<file path="src/sv/sacfl_pkg.sv">
// Shared widths, limits and policy codes for the set-associative cache.
// No dependencies; used by the cache top level and its testbench.
package sacfl_pkg;

  localparam int TAG_W     = 8;
  localparam int IDX_W     = 8;
  localparam int IDX_SPAN  = 1 << IDX_W;
  localparam int KEY_W     = TAG_W + IDX_W;
  localparam int CNT_W     = 16;
  localparam int HIT_W     = 16;
  localparam int WAY_OUT_W = 2;

  localparam logic [CNT_W-1:0] CNT_MAX = {CNT_W{1'b1}};
  localparam logic [HIT_W-1:0] HIT_MAX = {HIT_W{1'b1}};

  localparam logic MODE_FIFO = 1'b0;
  localparam logic MODE_FREQ = 1'b1;

  typedef logic [KEY_W-1:0] key_t;
  typedef logic [CNT_W-1:0] cnt_t;

endpackage

</file>
<file path="src/sv/set_assoc_cache_fifo_lfu.sv">
// Set-associative cache lookup with FIFO or hit-count replacement; uses sacfl_pkg.
// An accepted start is registered into busy, and out_valid is registered from busy.
// A new word is not taken while busy is high; busy is high for the one cycle in which
// the set row read from memory is compared, updated and written back.
// Reset clears valid bits, hit total and policy; no clearing pass is needed.
// Results are strobed for one cycle; the receiver cannot stall them.
module set_assoc_cache_fifo_lfu #(
  parameter int NUM_SETS = 8,
  parameter int NUM_WAYS = 4
) (
  input  logic                            clk,
  input  logic                            rst_n,
  input  logic                            start,
  output logic                            busy,
  input  logic [sacfl_pkg::TAG_W-1:0]     in_access_tag,
  input  logic [sacfl_pkg::IDX_W-1:0]     in_access_index,
  output logic                            out_valid,
  output logic                            out_was_hit,
  output logic [sacfl_pkg::WAY_OUT_W-1:0] out_way_used,
  output logic                            out_evicted_valid,
  output logic [sacfl_pkg::HIT_W-1:0]     out_hit_total,
  input  logic                            cfg_we,
  input  logic                            cfg_policy_mode
);

  import sacfl_pkg::*;

  localparam int SET_W   = $clog2(NUM_SETS);
  localparam int WAY_W   = $clog2(NUM_WAYS);
  localparam int WAYS_P2 = 1 << WAY_W;

  typedef logic [SET_W-1:0] set_lut_t [IDX_SPAN];
  typedef logic [NUM_WAYS-1:0][KEY_W-1:0] key_row_t;
  typedef logic [NUM_WAYS-1:0][CNT_W-1:0] cnt_row_t;
  typedef struct packed {
    key_row_t keys;
    cnt_row_t cnts;
  } freq_row_t;

  function automatic set_lut_t build_set_lut();
    set_lut_t lut;
    for (int i = 0; i < IDX_SPAN; i++) begin
      lut[i] = SET_W'(i % NUM_SETS);
    end
    return lut;
  endfunction

  localparam set_lut_t SET_LUT = build_set_lut();

  key_row_t  fifo_mem [NUM_SETS];
  freq_row_t freq_mem [NUM_SETS];

  logic [NUM_WAYS-1:0] fifo_vld_r [NUM_SETS];
  logic [NUM_WAYS-1:0] freq_vld_r [NUM_SETS];

  key_row_t            fifo_rd_r;
  freq_row_t           freq_rd_r;
  logic                busy_r;
  logic [SET_W-1:0]    set_r;
  key_t                key_r;
  logic                mode_r;
  logic [HIT_W-1:0]    hit_cnt_r;
  logic [HIT_W-1:0]    hit_cnt_nxt;
  logic                out_valid_r;
  logic                out_hit_r;
  logic [WAY_W-1:0]    out_way_r;
  logic                out_evict_r;
  logic [HIT_W-1:0]    out_total_r;

  logic                accept;
  logic [SET_W-1:0]    acc_set;
  logic [NUM_WAYS-1:0] vld_row;
  logic [NUM_WAYS-1:0] vld_nxt;
  key_row_t            keys_row;
  logic [NUM_WAYS-1:0] match;
  logic                any_hit;
  logic                any_free;
  logic [WAY_W-1:0]    hit_way;
  logic [WAY_W-1:0]    free_way;
  logic [WAY_W-1:0]    min_way;
  logic [WAY_W-1:0]    way_sel;
  logic                evict;
  key_row_t            fifo_row_nxt;
  freq_row_t           freq_row_nxt;
  cnt_t                tcnt [WAY_W+1][WAYS_P2];
  logic [WAY_W-1:0]    tidx [WAY_W+1][WAYS_P2];

  assign accept  = start & ~busy_r;
  assign acc_set = SET_LUT[in_access_index];
  assign busy    = busy_r;

  always_ff @(posedge clk) begin
    if (!rst_n) begin
      mode_r <= MODE_FIFO;
    end else if (cfg_we) begin
      mode_r <= cfg_policy_mode;
    end
  end

  always_ff @(posedge clk) begin
    if (!rst_n) begin
      busy_r <= 1'b0;
    end else begin
      busy_r <= accept;
    end
  end

  always_ff @(posedge clk) begin
    if (accept) begin
      set_r     <= acc_set;
      key_r     <= {in_access_tag, in_access_index};
      fifo_rd_r <= fifo_mem[acc_set];
      freq_rd_r <= freq_mem[acc_set];
    end
  end

  always_ff @(posedge clk) begin
    if (busy_r && mode_r == MODE_FIFO) begin
      fifo_mem[set_r] <= fifo_row_nxt;
    end
    if (busy_r && mode_r == MODE_FREQ) begin
      freq_mem[set_r] <= freq_row_nxt;
    end
  end

  always_ff @(posedge clk) begin
    if (!rst_n) begin
      for (int s = 0; s < NUM_SETS; s++) begin
        fifo_vld_r[s] <= '0;
        freq_vld_r[s] <= '0;
      end
    end else if (busy_r) begin
      if (mode_r == MODE_FIFO) begin
        fifo_vld_r[set_r] <= vld_nxt;
      end else begin
        freq_vld_r[set_r] <= vld_nxt;
      end
    end
  end

  always_comb begin
    vld_row  = (mode_r == MODE_FIFO) ? fifo_vld_r[set_r] : freq_vld_r[set_r];
    keys_row = (mode_r == MODE_FIFO) ? fifo_rd_r : freq_rd_r.keys;
    for (int w = 0; w < NUM_WAYS; w++) begin
      match[w] = vld_row[w] && (keys_row[w] == key_r);
    end
    any_hit  = |match;
    any_free = ~&vld_row;
    hit_way  = '0;
    free_way = '0;
    for (int w = NUM_WAYS - 1; w >= 0; w--) begin
      if (match[w]) begin
        hit_way = WAY_W'(w);
      end
      if (!vld_row[w]) begin
        free_way = WAY_W'(w);
      end
    end
  end

  // Pairwise minimum tree; ties keep the lower way.
  always_comb begin
    for (int l = 0; l <= WAY_W; l++) begin
      for (int i = 0; i < WAYS_P2; i++) begin
        tcnt[l][i] = CNT_MAX;
        tidx[l][i] = '0;
      end
    end
    for (int i = 0; i < WAYS_P2; i++) begin
      tcnt[0][i] = (i < NUM_WAYS) ? freq_rd_r.cnts[i] : CNT_MAX;
      tidx[0][i] = WAY_W'(i);
    end
    for (int l = 0; l < WAY_W; l++) begin
      for (int i = 0; i < (WAYS_P2 >> (l + 1)); i++) begin
        if (tcnt[l][2*i+1] < tcnt[l][2*i]) begin
          tcnt[l+1][i] = tcnt[l][2*i+1];
          tidx[l+1][i] = tidx[l][2*i+1];
        end else begin
          tcnt[l+1][i] = tcnt[l][2*i];
          tidx[l+1][i] = tidx[l][2*i];
        end
      end
    end
    min_way = tidx[WAY_W][0];
  end

  always_comb begin
    fifo_row_nxt = fifo_rd_r;
    freq_row_nxt = freq_rd_r;
    vld_nxt      = vld_row;
    way_sel      = hit_way;
    evict        = 1'b0;
    if (any_hit) begin
      if (freq_rd_r.cnts[hit_way] != CNT_MAX) begin
        freq_row_nxt.cnts[hit_way] = freq_rd_r.cnts[hit_way] + CNT_W'(1);
      end
    end else if (any_free) begin
      way_sel                     = free_way;
      vld_nxt[free_way]           = 1'b1;
      fifo_row_nxt[free_way]      = key_r;
      freq_row_nxt.keys[free_way] = key_r;
      freq_row_nxt.cnts[free_way] = '0;
    end else begin
      evict = 1'b1;
      if (mode_r == MODE_FIFO) begin
        way_sel = WAY_W'(NUM_WAYS - 1);
        for (int w = 0; w < NUM_WAYS - 1; w++) begin
          fifo_row_nxt[w] = fifo_rd_r[w+1];
        end
        fifo_row_nxt[NUM_WAYS-1] = key_r;
      end else begin
        way_sel                    = min_way;
        freq_row_nxt.keys[min_way] = key_r;
        freq_row_nxt.cnts[min_way] = '0;
      end
    end
    hit_cnt_nxt = (any_hit && hit_cnt_r != HIT_MAX) ? hit_cnt_r + HIT_W'(1) : hit_cnt_r;
  end

  always_ff @(posedge clk) begin
    if (!rst_n) begin
      hit_cnt_r   <= '0;
      out_valid_r <= 1'b0;
    end else begin
      out_valid_r <= busy_r;
      if (busy_r) begin
        hit_cnt_r <= hit_cnt_nxt;
      end
    end
  end

  always_ff @(posedge clk) begin
    if (busy_r) begin
      out_hit_r   <= any_hit;
      out_way_r   <= way_sel;
      out_evict_r <= evict;
      out_total_r <= hit_cnt_nxt;
    end
  end

  assign out_valid         = out_valid_r;
  assign out_was_hit       = out_hit_r;
  assign out_way_used      = WAY_OUT_W'(out_way_r);
  assign out_evicted_valid = out_evict_r;
  assign out_hit_total     = out_total_r;

endmodule

</file>
<file path="config.mk">
export PLATFORM = sky130hd
export DESIGN_NAME = set_assoc_cache_fifo_lfu
export DESIGN_NICKNAME = d
export VERILOG_FILES = /design/src/sv/sacfl_pkg.sv /design/src/sv/set_assoc_cache_fifo_lfu.sv
export SDC_FILE = /design/constraint.sdc
export NUM_CORES = 2
export LEC_CHECK = 0
export BUFFER_PORTS_ARGS = -buffer_cell sky130_fd_sc_hd__buf_2
export CAP_MARGIN = 20
export CORE_MARGIN = 2
export CORE_UTILIZATION = 50
export DETAILED_ROUTE_END_ITERATION = 12
export PLACE_DENSITY = 0.63
export SLEW_MARGIN = 0
export SYNTH_ARGS = -nofsm -noshare
export SYNTH_HDL_FRONTEND = slang
export SYNTH_SLANG_ARGS = --single-unit
</file>
<file path="constraint.sdc">
create_clock -name clk -period 16.9 [get_ports clk]
set_input_delay 1.69 -clock clk [delete_from_list [all_inputs] [get_ports clk]]
set_output_delay 1.69 -clock clk [all_outputs]
set_load 0.03 [all_outputs]
</file>
## Word-level counts from Yosys, hierarchy flattened

Memory sizes are Yosys's and may differ from the RTL's. A register that Yosys moved wholly into a read port is not among the register bits.
Cells that the tools add are included.

| operators by class | value |
|---|---|
| reductions and logical operators | 14 |
| $lt $le $gt $ge | 10 |
| multiplexer cells | 67 |
| add/sub/neg operators | 2 |
| bitwise operators | 9 |
| equal/unequal tests | 6 |

Operator list:

| operator | number |
|---|---|
| $mux 64 | 7 |
| $bwmux 64 | 4 |
| $mux 128 | 2 |
| $and 64x64->64 | 2 |
| $not 64->64 | 2 |
| $mux 16 | 7 |
| $demux 16 s2 | 3 |
| $eq 16x16->1 | 4 |
| $lt 16x16->1 | 3 |
| $add 16x1->16 const B | 2 |
| $bmux 16 s2 | 1 |
| $ne 16x16->1 const B | 2 |
| $mux 2 | 12 |
| $mux 4 | 5 |
| $mux 1 | 19 |
| $mux 3 | 6 |
| $reduce_or 4->1 | 3 |
| $logic_and 1x1->1 | 10 |
| $ge 9x9->1 const B | 1 |
| $lt 2x3->1 const B | 3 |
| $not 8->9 | 1 |
| $ge 2x1->1 const B | 3 |
| $or 4x4->4 | 1 |
| $reduce_and 4->1 | 1 |
| other kinds (3) | 4 |

| storage, ports and cells | value |
|---|---|
| memories | 5 |
| register bits after elaboration | 58 |
| bits of input ports | 21 |
| word-level logic and storage cells | 123 |
| output and inout port bits | 22 |
| bits in writable memories | 1600 |
| bits in read-only memories | 768 |

Memories:

| name | depth | bits a word | read ports | clocked after memory_dff | wr ports | line | source |
|---|---|---|---|---|---|---|---|
| freq_mem | 8 | 128 | 1 | 1 | 1 | set_assoc_cache_fifo_lfu.sv:51 | `freq_row_t freq_mem [NUM_SETS];` |
| (no name shown) | 256 | 3 | 1 | 0 | 0 | set_assoc_cache_fifo_lfu.sv:89 | `assign acc_set = SET_LUT[in_access_index];` |
| fifo_mem | 8 | 64 | 1 | 1 | 1 | set_assoc_cache_fifo_lfu.sv:50 | `key_row_t fifo_mem [NUM_SETS];` |
| fifo_vld_r | 8 | 4 | 1 | 1 | 8 | set_assoc_cache_fifo_lfu.sv:53 | `logic [NUM_WAYS-1:0] fifo_vld_r [NUM_SETS];` |
| freq_vld_r | 8 | 4 | 1 | 1 | 8 | set_assoc_cache_fifo_lfu.sv:54 | `logic [NUM_WAYS-1:0] freq_vld_r [NUM_SETS];` |

## Depth between registers and ports, before layout

| depth | value |
|---|---|
| word-level depth | 14 |
| depth in mapped cells | 25 |

## Worst setup path after synthesis

Ideal clock, no wire load.

| path | value |
|---|---|
| kind | flip-flop to flip-flop |
| start | register mode_r |
| end | memory freq_mem[6][0] (netlist name), enable pin |
| data required time | 16283 ps |
| setup slack | 9142 ps |
| clock period less this slack | 7758 ps |
| arrival | 7141 ps |
| cell stages (with the launch flop) | 8 |
| setup time | 617 ps |
| path through | dfxtp_1 > buf_6 > buf_2 > buf_2 > buf_1 > nand2_1 > clkbuf_1 > nor2_1 |

| between the ends | value |
|---|---|
| cells in the longest elaborated chain, start to end | 3 |

RTL lines:

| item | line | source |
|---|---|---|
| start, declared | set_assoc_cache_fifo_lfu.sv:61 | `logic mode_r;` |
| start signal, assigned | set_assoc_cache_fifo_lfu.sv:96 | `mode_r <= cfg_policy_mode;` |
| $logic_and 1x1->1 | set_assoc_cache_fifo_lfu.sv:121 | `if (busy_r && mode_r == MODE_FREQ) begin` |
| $mux 1 | set_assoc_cache_fifo_lfu.sv:121 |  |
| $mux 1 (implied by the code) | set_assoc_cache_fifo_lfu.sv:122 | `freq_mem[set_r] <= freq_row_nxt;` |
| end, declared | set_assoc_cache_fifo_lfu.sv:51 |  |

Every way passes these cells.

==> out/metrics.cfg <==
[synth]
ys_types=95
syn_nets=3991
seq_area_frac_synth_pct=72.68
avgSynthCellArea_um2=19.41
async_flop_share_pct=0
synth_compound_area_share_pct=2.529
synth-xor-area-share_pct=1.264
synth_ff_type=edfxtp_1
synth_mux_area_share_pct=17.72
synthesis.instances=3923
yosys.area_share.adder_pct=0.7724
ys_ff_latch=1850
synth_top_family_by_area=multiplexers
netlist_area_um2=76140
synth_warnings=0
yosys.area_share.simple_pct=3.517
synth_edf_count=1828

[critical_path]
cp_slowest_cell=dfxtp_4
cp_max_fo=46
critical_path_class=register to register
cpPeakStageDelay_ns=0.90
arrival_ns=7.71
critical_path_required_ns=17.29
critPathCaptureType=register
crit_path_start_kind=register
crit_chain=buf_4 -> mux2i_1 -> xnor2_1 -> nor4_1 -> nand4_1 -> nor2_2 -> o31a_4 -> o221a_4 -> ha_1 -> and3_1 -> nand4b_4 -> o21bai_4 -> o21ai_0

[finish]
drive_gt1_share_pct=27.40
nets=4070
area_delta_synth_final_pct=11.12
layout_commonest_cell=edfxtp_1
num_antenna_cells=0
final_util_pct=55.82
mostFrequentLayoutCells=1828 x edfxtp_1, 397 x mux4_2, 277 x mux2_2, 186 x clkbuf_16, 170 x nor2_1
postLayoutCellArea_um2=84600

[cts]
clk_pin_slew_ns=0.06
hold_buffers=0
clkSinkCount=1850
worstSkewPairLatency_ns=0.81
numCtsBuffers=182
cts_setup_buffers=0
tritoncts=yes
cts.repair.resized=0
cts_root_buf=clkbuf_16
cts.path.max_buffers=3
htreeDepth=4

[power_and_ir_drop]
pwr-share-comb_pct=7.4
p_clk_share_pct=39.5
p_seq_share_pct=53.1
intPower_mw=7.731
power_leakage_nw=27.02
peakVddDrop_mv=0.09856
swShare_pct=22.20
powerDensity_nw_per_um2=117.4
switchingPower_mw=2.206

[run]
drv_cap=0

[sta]
worstMarginPinSlew_ns=1.261
fin_skew_ns=0.02598
fin_setup_tns_ns=0
finalHoldViolations=0
max_slew_margin_pct=15.18
finalMaxSlewViolations=0
clock.fmax_ghz=0.1366
finalSetupViolations=0
rsz0062_at_grt=false
min_period_ns=7.320
min_period_over_period_pct=43.31

[detailed_routing]
route.vias.total=38050
drtIter0Drc=3741
avgRoutedWirePerCell_um=29.47
drc_errors=0
routed_wirelength_um=181700
antenna_left=0
first_pass_iters=6
vias_per_cell=6.168

[placement]
port_buffers=42
place_area_um2=78830
dpl.hpwl_um=98320
routabilityCongestion=0.8738

[die]
io_pins=43
start_util_pct=50.24
die_w_um=394.2
die_h_um=394.2
fp-row-count=143
core_area_um2=151500
die_area_um2=155400

[grt]
grt_antenna_before_repair=4
grt_pass1_vias=38720
grt_remaining_overflow=0
grt_max_degree=115
track_usage_pct=23.52
grt_pass1_wl_um=267700

[outcome]
status=completed

[hold_path]
hp-class=register to register

[Yosys cell counts (46+ instances only)]
cell type | instances | area, um2
a21oi_1 | 67 | 335.3
buf_1 | 46 | 172.7
clkbuf_1 | 138 | 518.0
edfxtp_1 | 1828 | 54890
ha_1 | 47 | 588.1
mux2_2 | 277 | 3119
mux2i_1 | 132 | 1321
mux4_2 | 397 | 8941
nand2_1 | 116 | 435.4
nand3_1 | 67 | 335.3
nor2_1 | 190 | 713.2
o21ai_0 | 124 | 620.6
xnor2_1 | 80 | 700.7
[worst max-delay path, delay by kind of cell, from the launching register on]
family | cells | cell delay [ns]
flip-flops | 1 | 0.90
XOR/XNOR | 1 | 0.11
AND/OR/NAND/NOR | 5 | 2.38
AO/OA/AOI/OAI | 4 | 2.02
multiplexers | 1 | 0.41
buffers and inverters | 1 | 0.76
adder cells (fa/ha/maj) | 1 | 0.21
[stage by stage]
step	power (mW)	setup WS [ns]	hold slack [ns]	cells
floorplan	5.841	9.142	0.4793	3923
global placement	6.091	9.776	0.4943	5844
finish	9.936	9.580	0.5378	6168
detailed placement	6.104	9.561	0.5210	5845
CTS	10.01	9.538	0.5290	6165
global route	10.26	9.169	0.5532	6168
[cell type report]
class	instances	area, um2
Fill cell	11450	66950
Sequential cell	1850	55340
Multi-Input combinational cell	1806	19850
Clock buffer	230	4850
Tap cell	2030	2540
Timing Repair Buffer	120	978.4
Clock inverter	90	874.6
Inverter	42	165.2
[worst paths after layout]
kind	start	end	slack (ns)	depth (start not counted)
hold reg to reg	hit_cnt_r[3]	hit_cnt_r[3]	0.54	2
setup reg to reg	mode_r	freq_mem[5][52]	9.58	13
setup / recovery	mode_r	freq_mem[5][52]	9.58	13
hold / removal	hit_cnt_r[3]	hit_cnt_r[3]	0.54	2
[flip-flops by register name, indices dropped and copies added, names as in the netlist, named ones only]
register           cells
key_r                 14
freq_rd_r            128
mode_r                 1
hit_cnt_r             16
freq_mem            1024
set_r                  2
busy                   1
out_way_used           2
out_hit_total         16
fifo_mem             512
out_was_hit            1
fifo_vld_r            32
freq_vld_r            32
fifo_rd_r             64
out_evicted_valid      1
out_valid              1
[layer usage]
metal,GRT usage [%],routed length (um),vias to the layer above
met3,3.642,12290,274
met4,5.911,3891,0
li1,-,-,16070
met1,33.64,76540,20270
met5,0,0,-
met2,38.22,89030,1437
[power by group through the flow]
stage	Combinational (mW)	Sequential (mW)	Clock (mW)
3_3_place_gp	0.718	5.37	0
6_report	0.732	5.28	3.93
4_1_cts	0.733	5.28	4.00
2_1_floorplan	0.498	5.34	0
3_5_place_dp	0.730	5.37	0
5_1_grt	0.791	5.28	4.18
[kinds of logic after synthesis]
kind of cell	Yosys count
xor+xnor	106
mux	812
fa+ha+maj	47
flops	1850
simple gates	529
compound gates	312
buf+inv	267
No activity file was read; power rests on OpenSTA's default activity.
